$ cat src/sfs_pkg.sv
// Shared types, constants and helpers for the servo frame sweeper.
// No dependencies; imported by every module of the block.
`default_nettype none

package sfs_pkg;

	// Field widths
	localparam int OP_W    = 1;
	localparam int YAW_W   = 13;
	localparam int MODE_W  = 2;
	localparam int BYTE_W  = 8;
	localparam int REG_W   = 8;
	localparam int ANGLE_W = 8;
	localparam int APB_W   = 32;
	localparam int ADDR_W  = 3;

	localparam int DEFAULT_YAW_FRAC_BITS = 4;

	// Frame bytes and angle constants
	localparam logic [BYTE_W-1:0]  FRAME_START = 8'h24;
	localparam logic [BYTE_W-1:0]  FRAME_END   = 8'h23;
	localparam logic [BYTE_W-1:0]  DIGIT_BASE  = 8'd48;
	localparam logic [BYTE_W-1:0]  SERVO_BASE  = 8'd64;
	localparam logic [ANGLE_W-1:0] YAW_CENTER  = 8'd90;
	localparam logic [ANGLE_W-1:0] ANGLE_MAX   = 8'd180;

	// Register reset values and indexes
	localparam logic [REG_W-1:0] HOLD_RESET   = 8'd30;
	localparam logic [REG_W-1:0] PERIOD_RESET = 8'd60;
	localparam logic REG_HOLD   = 1'b0;
	localparam logic REG_PERIOD = 1'b1;

	// Operation and mode codes
	localparam logic [OP_W-1:0]   OP_TICK    = 1'b0;
	localparam logic [OP_W-1:0]   OP_INIT    = 1'b1;
	localparam logic [MODE_W-1:0] MODE_IDLE  = 2'd0;
	localparam logic [MODE_W-1:0] MODE_SWEEP = 2'd1;

	typedef struct packed {
		logic [REG_W-1:0] hold;
		logic [REG_W-1:0] period;
	} cfg_t;

	typedef struct packed {
		logic       hund;
		logic [3:0] tens;
		logic [3:0] units;
	} digits_t;

	// One burst: yaw digits for servos 1 and 3, 180-or-0 flags for servos 5 and 7
	typedef struct packed {
		digits_t yaw;
		logic    s5_hi;
		logic    s7_hi;
	} desc_t;

	// Split an angle of 0..180 into decimal digits (reciprocal multiply for tens)
	function automatic digits_t to_digits(input logic [ANGLE_W-1:0] a);
		digits_t    d;
		logic [6:0] rem;
		logic [14:0] prod;
		d.hund  = (a >= 8'd100);
		rem     = d.hund ? 7'(a - 8'd100) : 7'(a);
		prod    = 15'(rem) * 15'd205;
		d.tens  = prod[14:11];
		d.units = 4'(rem - 7'(d.tens) * 7'd10);
		return d;
	endfunction

endpackage

`default_nettype wire

$ cat src/sfs_front.sv
// Front end: accepts items, updates the wiper counter and builds a burst descriptor.
// Depends on sfs_pkg.
`default_nettype none

module sfs_front
	import sfs_pkg::*;
#(
	parameter int YAW_FRAC_BITS = DEFAULT_YAW_FRAC_BITS
) (
	input  wire logic                     clk,
	input  wire logic                     arst_n,
	input  wire logic                     push,
	output logic                          full,
	input  wire logic [OP_W-1:0]          op,
	input  wire logic signed [YAW_W-1:0]  yaw_q4,
	input  wire logic [MODE_W-1:0]        clean_mode,
	input  wire cfg_t                     cfg,
	output logic                          q_push,
	input  wire logic                     q_full,
	output desc_t                         q_desc
);

	localparam int FXW = (YAW_W > ANGLE_W + YAW_FRAC_BITS) ? YAW_W : ANGLE_W + YAW_FRAC_BITS;
	localparam int VW  = FXW + 2;
	localparam logic signed [VW-1:0] CENTER_FX = VW'(YAW_CENTER) <<< YAW_FRAC_BITS;

	logic                 accept;
	logic signed [VW-1:0] v;
	logic signed [VW-1:0] v_sh;
	logic [ANGLE_W-1:0]   angle;
	logic [REG_W-1:0]     count_base;
	logic [REG_W-1:0]     count_nxt;
	logic                 up_nxt;

	logic                 valid_s1;
	logic [ANGLE_W-1:0]   angle_s1;
	logic                 s5_hi_s1;
	logic                 s7_hi_s1;

	logic [REG_W-1:0]     sweep_count_q;
	logic                 wiper_up_q;

	assign full   = valid_s1 && q_full;
	assign accept = push && !full;

	// Yaw angle: trunc(90 - yaw), clamped to 0..180
	assign v    = CENTER_FX - {{(VW-YAW_W){yaw_q4[YAW_W-1]}}, yaw_q4};
	assign v_sh = v >>> YAW_FRAC_BITS;
	always_comb begin
		if (v[VW-1]) begin
			angle = '0;
		end else if (v_sh > VW'(ANGLE_MAX)) begin
			angle = ANGLE_MAX;
		end else begin
			angle = v_sh[ANGLE_W-1:0];
		end
	end

	// Wiper counter: sweep below hold, wrap at period, idle mode clears, others hold
	always_comb begin
		count_base = sweep_count_q;
		count_nxt  = sweep_count_q;
		up_nxt     = wiper_up_q;
		case (clean_mode)
			MODE_SWEEP: begin
				if (sweep_count_q >= cfg.hold) begin
					up_nxt = 1'b0;
					if (sweep_count_q >= cfg.period) begin
						count_base = '0;
					end
				end else begin
					up_nxt = 1'b1;
				end
				count_nxt = count_base + 8'd1;
			end
			MODE_IDLE: begin
				up_nxt    = 1'b0;
				count_nxt = '0;
			end
			default: begin
				up_nxt    = wiper_up_q;
				count_nxt = sweep_count_q;
			end
		endcase
	end

	// Advance sweep state on every accepted tick
	always_ff @(posedge clk or negedge arst_n) begin
		if (!arst_n) begin
			sweep_count_q <= '0;
			wiper_up_q    <= 1'b0;
		end else if (accept && op == OP_TICK) begin
			sweep_count_q <= count_nxt;
			wiper_up_q    <= up_nxt;
		end
	end

	// Stage 1: hold the clamped angle and wiper flags until the queue takes them
	always_ff @(posedge clk or negedge arst_n) begin
		if (!arst_n) begin
			valid_s1 <= 1'b0;
		end else if (accept) begin
			valid_s1 <= 1'b1;
		end else if (!q_full) begin
			valid_s1 <= 1'b0;
		end
	end

	always_ff @(posedge clk) begin
		if (accept) begin
			if (op == OP_INIT) begin
				angle_s1 <= '0;
				s5_hi_s1 <= 1'b1;
				s7_hi_s1 <= 1'b1;
			end else begin
				angle_s1 <= angle;
				s5_hi_s1 <= up_nxt;
				s7_hi_s1 <= !up_nxt;
			end
		end
	end

	// Split into digits on the way into the queue
	assign q_push       = valid_s1;
	assign q_desc.yaw   = to_digits(angle_s1);
	assign q_desc.s5_hi = s5_hi_s1;
	assign q_desc.s7_hi = s7_hi_s1;

endmodule

`default_nettype wire

$ cat src/sfs_queue.sv
// Two-entry descriptor queue between front end and frame serialiser.
// Depends on sfs_pkg.
`default_nettype none

module sfs_queue
	import sfs_pkg::*;
(
	input  wire logic  clk,
	input  wire logic  arst_n,
	input  wire logic  wr_en,
	input  wire desc_t wr_desc,
	output logic       q_full,
	input  wire logic  rd_en,
	output logic       q_empty,
	output desc_t      rd_desc
);

	desc_t      mem_q [2];
	logic       wr_ptr_q;
	logic       rd_ptr_q;
	logic [1:0] count_q;
	logic       do_wr;
	logic       do_rd;

	assign q_full  = (count_q == 2'd2);
	assign q_empty = (count_q == 2'd0);
	assign do_wr   = wr_en && !q_full;
	assign do_rd   = rd_en && !q_empty;
	assign rd_desc = mem_q[rd_ptr_q];

	// Store an entry on each write
	always_ff @(posedge clk) begin
		if (do_wr) begin
			mem_q[wr_ptr_q] <= wr_desc;
		end
	end

	// Advance pointers and fill level
	always_ff @(posedge clk or negedge arst_n) begin
		if (!arst_n) begin
			wr_ptr_q <= 1'b0;
			rd_ptr_q <= 1'b0;
			count_q  <= '0;
		end else begin
			if (do_wr) begin
				wr_ptr_q <= !wr_ptr_q;
			end
			if (do_rd) begin
				rd_ptr_q <= !rd_ptr_q;
			end
			if (do_wr && !do_rd) begin
				count_q <= count_q + 2'd1;
			end else if (do_rd && !do_wr) begin
				count_q <= count_q - 2'd1;
			end
		end
	end

endmodule

`default_nettype wire

$ cat src/sfs_back.sv
// Frame serialiser: turns each descriptor into four 6-byte ASCII frames.
// Depends on sfs_pkg.
`default_nettype none

module sfs_back
	import sfs_pkg::*;
(
	input  wire logic               clk,
	input  wire logic               arst_n,
	input  wire logic               q_empty,
	input  wire desc_t              q_desc,
	output logic                    q_pop,
	output logic                    empty,
	input  wire logic               pop,
	output logic [BYTE_W-1:0]       tx_byte,
	output logic                    last
);

	localparam logic [2:0] POS_START = 3'd0;
	localparam logic [2:0] POS_ID    = 3'd1;
	localparam logic [2:0] POS_HUND  = 3'd2;
	localparam logic [2:0] POS_TENS  = 3'd3;
	localparam logic [2:0] POS_UNITS = 3'd4;
	localparam logic [2:0] POS_END   = 3'd5;
	localparam logic [1:0] FRAME_LAST = 2'd3;

	desc_t             cur_q;
	logic              cur_valid_q;
	logic [1:0]        frame_q;
	logic [2:0]        pos_q;
	logic              out_valid_q;
	logic [BYTE_W-1:0] byte_q;
	logic              last_q;

	logic              out_free;
	logic              emit;
	logic              burst_end;
	logic              take;
	digits_t           dig;
	logic [BYTE_W-1:0] byte_nxt;

	assign out_free  = !out_valid_q || pop;
	assign emit      = cur_valid_q && out_free;
	assign burst_end = (frame_q == FRAME_LAST) && (pos_q == POS_END);
	assign take      = !q_empty && (!cur_valid_q || (emit && burst_end));
	assign q_pop     = take;

	// Pick the angle digits of the current frame
	always_comb begin
		case (frame_q)
			2'd0, 2'd1: dig = cur_q.yaw;
			2'd2:       dig = cur_q.s5_hi ? to_digits(ANGLE_MAX) : to_digits('0);
			default:    dig = cur_q.s7_hi ? to_digits(ANGLE_MAX) : to_digits('0);
		endcase
	end

	// Byte of the current frame position
	always_comb begin
		case (pos_q)
			POS_START: byte_nxt = FRAME_START;
			POS_ID:    byte_nxt = SERVO_BASE + {5'b0, frame_q, 1'b1};
			POS_HUND:  byte_nxt = DIGIT_BASE + {7'b0, dig.hund};
			POS_TENS:  byte_nxt = DIGIT_BASE + {4'b0, dig.tens};
			POS_UNITS: byte_nxt = DIGIT_BASE + {4'b0, dig.units};
			POS_END:   byte_nxt = FRAME_END;
			default:   byte_nxt = FRAME_END;
		endcase
	end

	// Load a descriptor and step through its 24 bytes
	always_ff @(posedge clk or negedge arst_n) begin
		if (!arst_n) begin
			cur_valid_q <= 1'b0;
			frame_q     <= '0;
			pos_q       <= POS_START;
		end else if (take) begin
			cur_valid_q <= 1'b1;
			frame_q     <= '0;
			pos_q       <= POS_START;
		end else if (emit) begin
			if (burst_end) begin
				cur_valid_q <= 1'b0;
			end
			if (pos_q == POS_END) begin
				pos_q   <= POS_START;
				frame_q <= frame_q + 2'd1;
			end else begin
				pos_q <= pos_q + 3'd1;
			end
		end
	end

	always_ff @(posedge clk) begin
		if (take) begin
			cur_q <= q_desc;
		end
	end

	// Output register: hold the byte until it is popped
	always_ff @(posedge clk or negedge arst_n) begin
		if (!arst_n) begin
			out_valid_q <= 1'b0;
		end else if (emit) begin
			out_valid_q <= 1'b1;
		end else if (pop) begin
			out_valid_q <= 1'b0;
		end
	end

	always_ff @(posedge clk) begin
		if (emit) begin
			byte_q <= byte_nxt;
			last_q <= burst_end;
		end
	end

	assign empty   = !out_valid_q;
	assign tx_byte = byte_q;
	assign last    = last_q;

endmodule

`default_nettype wire

$ cat src/servo_ascii_frame_sweeper.sv
// Top level of the servo frame sweeper: configuration registers and the three parts.
// Depends on sfs_pkg, sfs_front, sfs_queue and sfs_back.
//
// Channel   Handshake                 Payload
// input     push / full               op, yaw_q4, clean_mode
// result    empty / pop               tx_byte, last (24 per item)
// config    psel penable pwrite       paddr, pwdata, prdata (hold at 0x0, period at 0x4)
//
// Each item yields 24 result transactions, one per cycle from the frame serialiser with
// pop held high; items follow back to back while the queue holds the next one.
// After acceptance the first byte passes stage 1, queue, burst and output registers.
// The front end takes further items while a burst streams out, until the two-entry
// queue and stage 1 are full. Reset clears counters, pointers, valid flags and the wiper
// state and loads the register defaults; data registers are left as they are.
`default_nettype none

module servo_ascii_frame_sweeper
	import sfs_pkg::*;
#(
	parameter int YAW_FRAC_BITS = DEFAULT_YAW_FRAC_BITS
) (
	input  wire logic                    clk,
	input  wire logic                    arst_n,
	input  wire logic                    push,
	output logic                         full,
	input  wire logic [OP_W-1:0]         op,
	input  wire logic signed [YAW_W-1:0] yaw_q4,
	input  wire logic [MODE_W-1:0]       clean_mode,
	output logic                         empty,
	input  wire logic                    pop,
	output logic [BYTE_W-1:0]            tx_byte,
	output logic                         last,
	input  wire logic                    psel,
	input  wire logic                    penable,
	input  wire logic                    pwrite,
	input  wire logic [ADDR_W-1:0]       paddr,
	input  wire logic [APB_W-1:0]        pwdata,
	output logic [APB_W-1:0]             prdata,
	output logic                         pready
);

	cfg_t  cfg_q;
	logic  cfg_wr;
	logic  q_push;
	logic  q_full;
	logic  q_empty;
	logic  q_pop;
	desc_t push_desc;
	desc_t head_desc;

	// Configuration writes complete in the access phase
	assign pready = 1'b1;
	assign cfg_wr = psel && penable && pwrite && pready;

	always_ff @(posedge clk or negedge arst_n) begin
		if (!arst_n) begin
			cfg_q.hold   <= HOLD_RESET;
			cfg_q.period <= PERIOD_RESET;
		end else if (cfg_wr) begin
			case (paddr[2])
				REG_HOLD:   cfg_q.hold   <= pwdata[REG_W-1:0];
				REG_PERIOD: cfg_q.period <= pwdata[REG_W-1:0];
				default:    cfg_q.hold   <= cfg_q.hold;
			endcase
		end
	end

	assign prdata = (paddr[2] == REG_PERIOD) ? APB_W'(cfg_q.period) : APB_W'(cfg_q.hold);

	sfs_front #(
		.YAW_FRAC_BITS(YAW_FRAC_BITS)
	) u_front (
		.clk       (clk),
		.arst_n    (arst_n),
		.push      (push),
		.full      (full),
		.op        (op),
		.yaw_q4    (yaw_q4),
		.clean_mode(clean_mode),
		.cfg       (cfg_q),
		.q_push    (q_push),
		.q_full    (q_full),
		.q_desc    (push_desc)
	);

	sfs_queue u_queue (
		.clk    (clk),
		.arst_n (arst_n),
		.wr_en  (q_push),
		.wr_desc(push_desc),
		.q_full (q_full),
		.rd_en  (q_pop),
		.q_empty(q_empty),
		.rd_desc(head_desc)
	);

	sfs_back u_back (
		.clk    (clk),
		.arst_n (arst_n),
		.q_empty(q_empty),
		.q_desc (head_desc),
		.q_pop  (q_pop),
		.empty  (empty),
		.pop    (pop),
		.tx_byte(tx_byte),
		.last   (last)
	);

endmodule

`default_nettype wire

$ cat config.mk
export PLATFORM = sky130hd
export DESIGN_NAME = servo_ascii_frame_sweeper
export DESIGN_NICKNAME = d
export VERILOG_FILES = /design/src/sfs_pkg.sv /design/src/sfs_front.sv /design/src/sfs_queue.sv /design/src/sfs_back.sv /design/src/servo_ascii_frame_sweeper.sv
export SDC_FILE = /design/constraint.sdc
export NUM_CORES = 1
export LEC_CHECK = 0
export BUFFER_PORTS_ARGS = -buffer_cell sky130_fd_sc_hd__buf_2
export CORE_MARGIN = 1.5
export CORE_UTILIZATION = 42
export CTS_BUF_LIST = sky130_fd_sc_hd__clkbuf_16
export CTS_CLUSTER_SIZE = 10
export DETAILED_ROUTE_END_ITERATION = 8
export SETUP_SLACK_MARGIN = 0.5
export SYNTH_ARGS = -nofsm -noshare
export SYNTH_HDL_FRONTEND = slang
export SYNTH_HIERARCHICAL = 1
export SYNTH_SLANG_ARGS = --single-unit
$ cat constraint.sdc
create_clock -name clk -period 7 [get_ports clk]
set_input_delay 0.35 -clock clk [delete_from_list [all_inputs] [get_ports clk]]
set_output_delay 0.35 -clock clk [all_outputs]
set_load 0.05 [all_outputs]
==> results.txt, run 1 <==
Status: complete, no violations
Tmin final: 6104 ps
Clock-pin slew on the worst setup and hold paths: 60 ps
Area of the core: 0.01319 mm2
Final Max Tran Viols: 0
Max Clock Skew: 6.279 ps
YS warnings: 6
Max Cap Violations: 0
Die Width: 119.2 um
CTS max path bufs: 2
Slew @ Worst Pin: 954.5 ps
Arr. time, crit path: 6170 ps
Drt wl/cell: 12.88 um
Initial antenna violation count: 0
Seq cells post-synth: 88
Total wire length: 9.493 mm
Rows: 42
Crit path max fanout: 7
Primary FF master, synth: edfxtp_1
Largest net degree at the start of global routing: 38
First-pass GRT wire length: 16.48 mm
CP bufs+invs: 5
Diode count: 0
Slowest-stage cell, CP: fa_1
Final setup vio count: 0
DP HPWL: 7.347 mm
Unrepaired setup endpoints after global routing: false
Async set-reset flop share out of synthesis: 0.4205
Initial Util: 0.4302
Commonest non-fill, non-tap cell in the layout: ha_1
Vias in the first global route: 3674
Nets: 681
Average cell area after synthesis: 11.17 um2
CP Capture Type: flip-flop
Clock Latency Late Sink: 330 ps
Register area share after synthesis: 0.4348
Fraction of layout cells with a size suffix above 1: 0.1979
DRC: 0
First drt pass iteration count: 4
Gr usage total: 0.1425
Most frequent cells in the layout: ha_1 (58), inv_1 (56), edfxtp_1 (51)
Crit path depth: 26
Initial DRC count: 185
Maximum operating frequency: 163.8 MHz
CP max stage delay: 530 ps
Post-DP Area: 0.005963 mm2
Power Dens Cells: 461.4 mW/mm2
Global route overflow: 0
Slew headroom: 0.3613
Area of the mapped netlist: 0.005674 mm2
VDD IR-drop max: 0.2282 mV
Port bufs: 49
Die area: 0.01422 mm2
CTS tree: done
CP Launch Type: flip-flop
Design area: 0.006274 mm2
GP Congestion: 0.8075
Antenna Nets Post-Route: 0
Final hold viol count: 0
Period Utilization, post-route: 0.8720
Root Buffer: clkbuf_16
CP delay by family, top: adder cells
EDFF count, synth: 51
Number of H-tree levels: 3
Setup CP Type: reg2reg
Synth-to-Final Area Change: 10.56%
Synth cell types: 63
Total Neg Setup Slack: 0 ps
Leakage power: 2.832 nW
Crit path required time: 7060 ps
Worst hold path class: in2async
Via count: 3616
Die Height: 119.2 um
Worst R2R Path Depth: 26
Io pins: 102
CTS Hold Bufs: 0
Synth Instances: 508
Vias per inst: 4.906
CTS Buf Count: 9
CTS sink count: 88
[cells by family after synthesis]
kind of cell	count (synthesis)	synth area share
fa+ha+maj	67	0.1596
simple gates	110	0.1096
xor+xnor	21	0.03242
compound gates	87	0.1003
mux	38	0.07497
other cells	3	0.001984
flops	88	0.4348
buf+inv	94	0.08622
[through the flow]
step | hold WS, ps | instances | power, mW | worst slack [ps] | utilization
3_3_place_gp | 437.4 | 720 | 2.375 | 814.7 | 0.4521
5_1_grt | 187.5 | 737 | 3.171 | 531.3 | 0.4756
6_report | 126.5 | 737 | 2.895 | 895.7 | 0.4756
4_1_cts | 147.4 | 736 | 2.908 | 665.6 | 0.4739
3_5_place_dp | 443.0 | 720 | 2.436 | 671.6 | 0.4521
2_1_floorplan | 54.41 | 531 | 2.126 | 1150 | -
[cells in the mapped netlist (3+ instances only)]
cell      number  area share
dfstp_2        8       0.037
o211ai_1       4      0.0053
o21a_1         3      0.0040
dfrtp_1       29        0.13
mux2_1        11       0.022
conb_1         3      0.0020
o21ai_0       15       0.013
xor2_1         8       0.012
nand3_1        9      0.0079
edfxtp_1      51        0.27
and3_1         3      0.0033
o31a_1         3      0.0046
a21o_1         8       0.011
mux2_2        25       0.050
inv_1         56       0.037
or2_2          3      0.0033
nor2b_1        4      0.0044
nand2_1       27       0.018
ha_1          58        0.13
a21oi_1       27       0.024
fa_1           9       0.032
and2_1         4      0.0044
or3_1          6      0.0066
xnor2_1       13       0.020
nand2b_1      13       0.014
buf_4         32       0.042
nor3_1         3      0.0026
o31ai_1        6      0.0079
o22ai_1        3      0.0033
nand4b_1       4      0.0062
nor2_1        21       0.014
[state kept, by name (all words and copies together), names as in the netlist, 2 cells and up]
signal and flops:
u_queue/mem_q 22, cfg_q 16, u_back/cur_q 11, u_front/angle_s1 8
u_front/sweep_count_q 8, u_back/tx_byte 7, u_back/pos_q 3, u_back/frame_q 2
u_queue/count_q 2
[path summary, 6_finish.rpt]
path	start	slack (ps)	to
max in group asynchronous	arst_n	6340	u_back/pos_q[2]$_DFFE_PN0P_
hold reg to reg	u_front/s5_hi_s1$_SDFFCE_PP1P_	450	u_queue/mem_q[0][1]$_DFFE_PP_
setup reg to reg	u_front/angle_s1[3]$_SDFFCE_PP0P_	900	u_queue/mem_q[1][5]$_DFFE_PP_
min in group clk	push	250	u_front/q_push$_DFFE_PN0P_
setup / recovery	u_front/angle_s1[3]$_SDFFCE_PP0P_	900	u_queue/mem_q[1][5]$_DFFE_PP_
hold / removal	arst_n	130	u_front/sweep_count_q[2]$_DFFE_PN0P_
[per-layer routing]
metal	wire [um]	GRT usage	vias to the layer above
met5	0	0	-
met2	4627	0.2399	71
li1	-	-	1832
met4	135	0.04970	0
met3	283	0.03352	10
met1	4447	0.1796	1703
[power breakdown]
| part | leakage (nW) | internal [mW] | switching [mW] |
|---|---|---|---|
| clock | 0.134 | 0.272 | 0.184 |
| sequential | 0.914 | 0.846 | 0.110 |
| combinational | 1.78 | 0.635 | 0.848 |
| total | 2.83 | 1.75 | 1.14 |
[cell type report]
| cell class | count | area [um2] |
|---|---|---|
| Sequential cell | 88 | 2467 |
| Tap cell | 176 | 220.2 |
| Multi-Input combinational cell | 349 | 2824 |
| Timing Repair Buffer | 51 | 260.3 |
| Inverter | 57 | 214.0 |
| Clock buffer | 9 | 225.2 |
| Fill cell | 1236 | 6917 |
| Clock inverter | 7 | 62.56 |
[what timing repair did]
item,in CTS,in global routing
setup buffers,0,1
setup endpoints to repair,0,2
resized for setup,0,2
Note: power is estimated with default switching activity, not from simulation.
==> run 2: changes to the inputs <==
--- a/config.mk
+++ b/config.mk
@@ -11,6 +11,7 @@
 export CTS_BUF_LIST = sky130_fd_sc_hd__clkbuf_16
 export CTS_CLUSTER_SIZE = 10
 export DETAILED_ROUTE_END_ITERATION = 8
+export PLACE_DENSITY = 0.7
 export SETUP_SLACK_MARGIN = 0.5
 export SYNTH_ARGS = -nofsm -noshare
 export SYNTH_HDL_FRONTEND = slang
==> run 2 against run 1 <==
Against the previous run: fmax grew 0.11%; die area is the same; count of clock-buffer cells in the layout is the same; largest cell class unchanged; flip-flop and latch count is the same; critical endpoint is now u_queue/mem_q[0][5]$_DFFE_PP_.
==> results.txt, run 2 (synthesis results as in run 1) <==
Status: complete, no violations
CP Capture Type: flip-flop
CTS Buf Count: 9
Max reg flops: 22
CTS sink count: 88
Total Neg Setup Slack: 0 ps
Most flops, register: u_queue/mem_q
DP HPWL: 7.269 mm
Leakage power: 2.849 nW
Arr. time, crit path: 6180 ps
Max Clock Skew: 6.559 ps
Number of H-tree levels: 3
Die Height: 119.2 um
Worst hold path class: in2async
CTS max path bufs: 2
Setup CP Type: reg2reg
Vias in the first global route: 3671
Final setup vio count: 0
Port bufs: 49
Synth-to-Final Area Change: 11.11%
Initial antenna violation count: 0
Period Utilization, post-route: 0.8711
GP Congestion: 0.8612
Unrepaired setup endpoints after global routing: false
Area of the core: 0.01319 mm2
Fillcell total: 1177
Tmin final: 6098 ps
Clock Latency Late Sink: 340 ps
Area occupied by multi-input gates: 0.002838 mm2
Non-filler instance count after layout: 738
Crit path max fanout: 5
CP Launch Type: flip-flop
Slew @ Worst Pin: 922.2 ps
Final hold viol count: 0
Global route overflow: 0
Drt wl/cell: 13.02 um
Rows: 42
Post-DP Area: 0.005963 mm2
DRC: 0
Via count: 3641
Io pins: 102
Largest net degree at the start of global routing: 38
Nets: 682
First-pass GRT wire length: 16.28 mm
Fraction of layout cells with a size suffix above 1: 0.2064
Root Buffer: clkbuf_16
Register area: 0.002467 mm2
Vias per inst: 4.934
Diode count: 0
Clock-pin slew on the worst setup and hold paths: 70 ps
VDD IR-drop max: 0.2254 mV
Total wire length: 9.611 mm
Total Power: 2.920 mW
Crit path required time: 7080 ps
Most frequent cells in the layout: ha_1 (58), inv_1 (56), edfxtp_1 (51)
Initial Util: 0.4302
Gr usage total: 0.1410
CTS tree: done
Die Width: 119.2 um
Initial DRC count: 219
Maximum operating frequency: 164.0 MHz
Final Max Tran Viols: 0
Largest registers: u_queue/mem_q x22, cfg_q x16, u_back/cur_q x11
Power Dens Cells: 463.1 mW/mm2
Die area: 0.01422 mm2
First drt pass iteration count: 4
Slew headroom: 0.3830
Commonest non-fill, non-tap cell in the layout: ha_1
Antenna Nets Post-Route: 0
Dpl cells: 720
Max Cap Violations: 0
CTS Hold Bufs: 0
Design area: 0.006305 mm2
[run 2: layout make-up]
class | instances | area share
repair buffers | 52 | 0.04247
clock inverters | 7 | 0.01151
multi-input cells | 349 | 0.4501
flip-flops and latches | 88 | 0.3913
well taps | 176 | 0.03493
inverters | 57 | 0.03394
clock buffers | 9 | 0.03572
[run 2: worst paths after layout]
kind                                              startpoint                       endpoint  slack (ps)  cells past startpoint
max reg2reg                u_front/angle_s1[3]$_SDFFCE_PP0P_  u_queue/mem_q[0][5]$_DFFE_PP_         900                     26
min in group clk                                        push     u_front/q_push$_DFFE_PN0P_         250                      2
min                                                   arst_n           cfg_q[7]$_DFFE_PN0P_         110                      1
max in group asynchronous                             arst_n   u_queue/rd_ptr_q$_DFFE_PN0P_        6380                      1
max                        u_front/angle_s1[3]$_SDFFCE_PP0P_  u_queue/mem_q[0][5]$_DFFE_PP_         900                     26
min reg2reg                   u_front/s7_hi_s1$_SDFFCE_PP1P_  u_queue/mem_q[1][0]$_DFFE_PP_         450                      0
[run 2: worst max-delay path: stages, from the launching register on]
cell	delay, ps
edfxtp_1	400
inv_1	100
ha_1	130
or3b_4	400
a31oi_4	220
nand2_1	160
xor2_4	230
inv_1	90
ha_1	280
ha_1	290
fa_1	520
inv_1	60
fa_1	500
inv_1	50
ha_1	280
nand2_1	80
nor2_1	60
a221o_1	290
a31o_1	210
a21oi_1	230
xnor2_2	180
ha_1	190
inv_1	50
fa_1	380
xnor2_1	200
xnor2_1	150
xnor2_1	110
[run 2: report_power, final]
part	switching [mW]	leakage [nW]	internal (mW)	total (mW)
clock	0.219	0.144	0.252	0.471
combinational	0.857	1.79	0.636	1.49
sequential	0.110	0.914	0.845	0.956
total	1.19	2.85	1.73	2.92
[run 2: what timing repair did]
item                                    in CTS  in global routing
endpoints found under the setup margin       0                  2
gates resized for setup                      0                  4
setup buffers                                0                  2
endpoints found under the hold margin        0                  0
[run 2: routing by layer]
metal | part of all wire | track usage | routed length (um) | vias to the layer above
li1 | - | - | - | 1842
met1 | 0.45 | 0.1677 | 4314 | 1729
met2 | 0.52 | 0.2547 | 4952 | 61
met3 | 0.026 | 0.03257 | 246 | 9
met4 | 0.010 | 0.03840 | 98 | 0
met5 | 0 | 0 | 0 | -
[run 2: stage by stage]
step | worst slack [ps] | util | hold WS (ps)
after floorplan | 1150 | - | 54.41
after global placement | 838.8 | 0.4521 | 432.1
after detailed placement | 633.3 | 0.4521 | 434.4
after CTS | 621.7 | 0.4747 | 135.1
after global routing | 515.6 | 0.4780 | 174.7
final | 902.2 | 0.4780 | 107.5
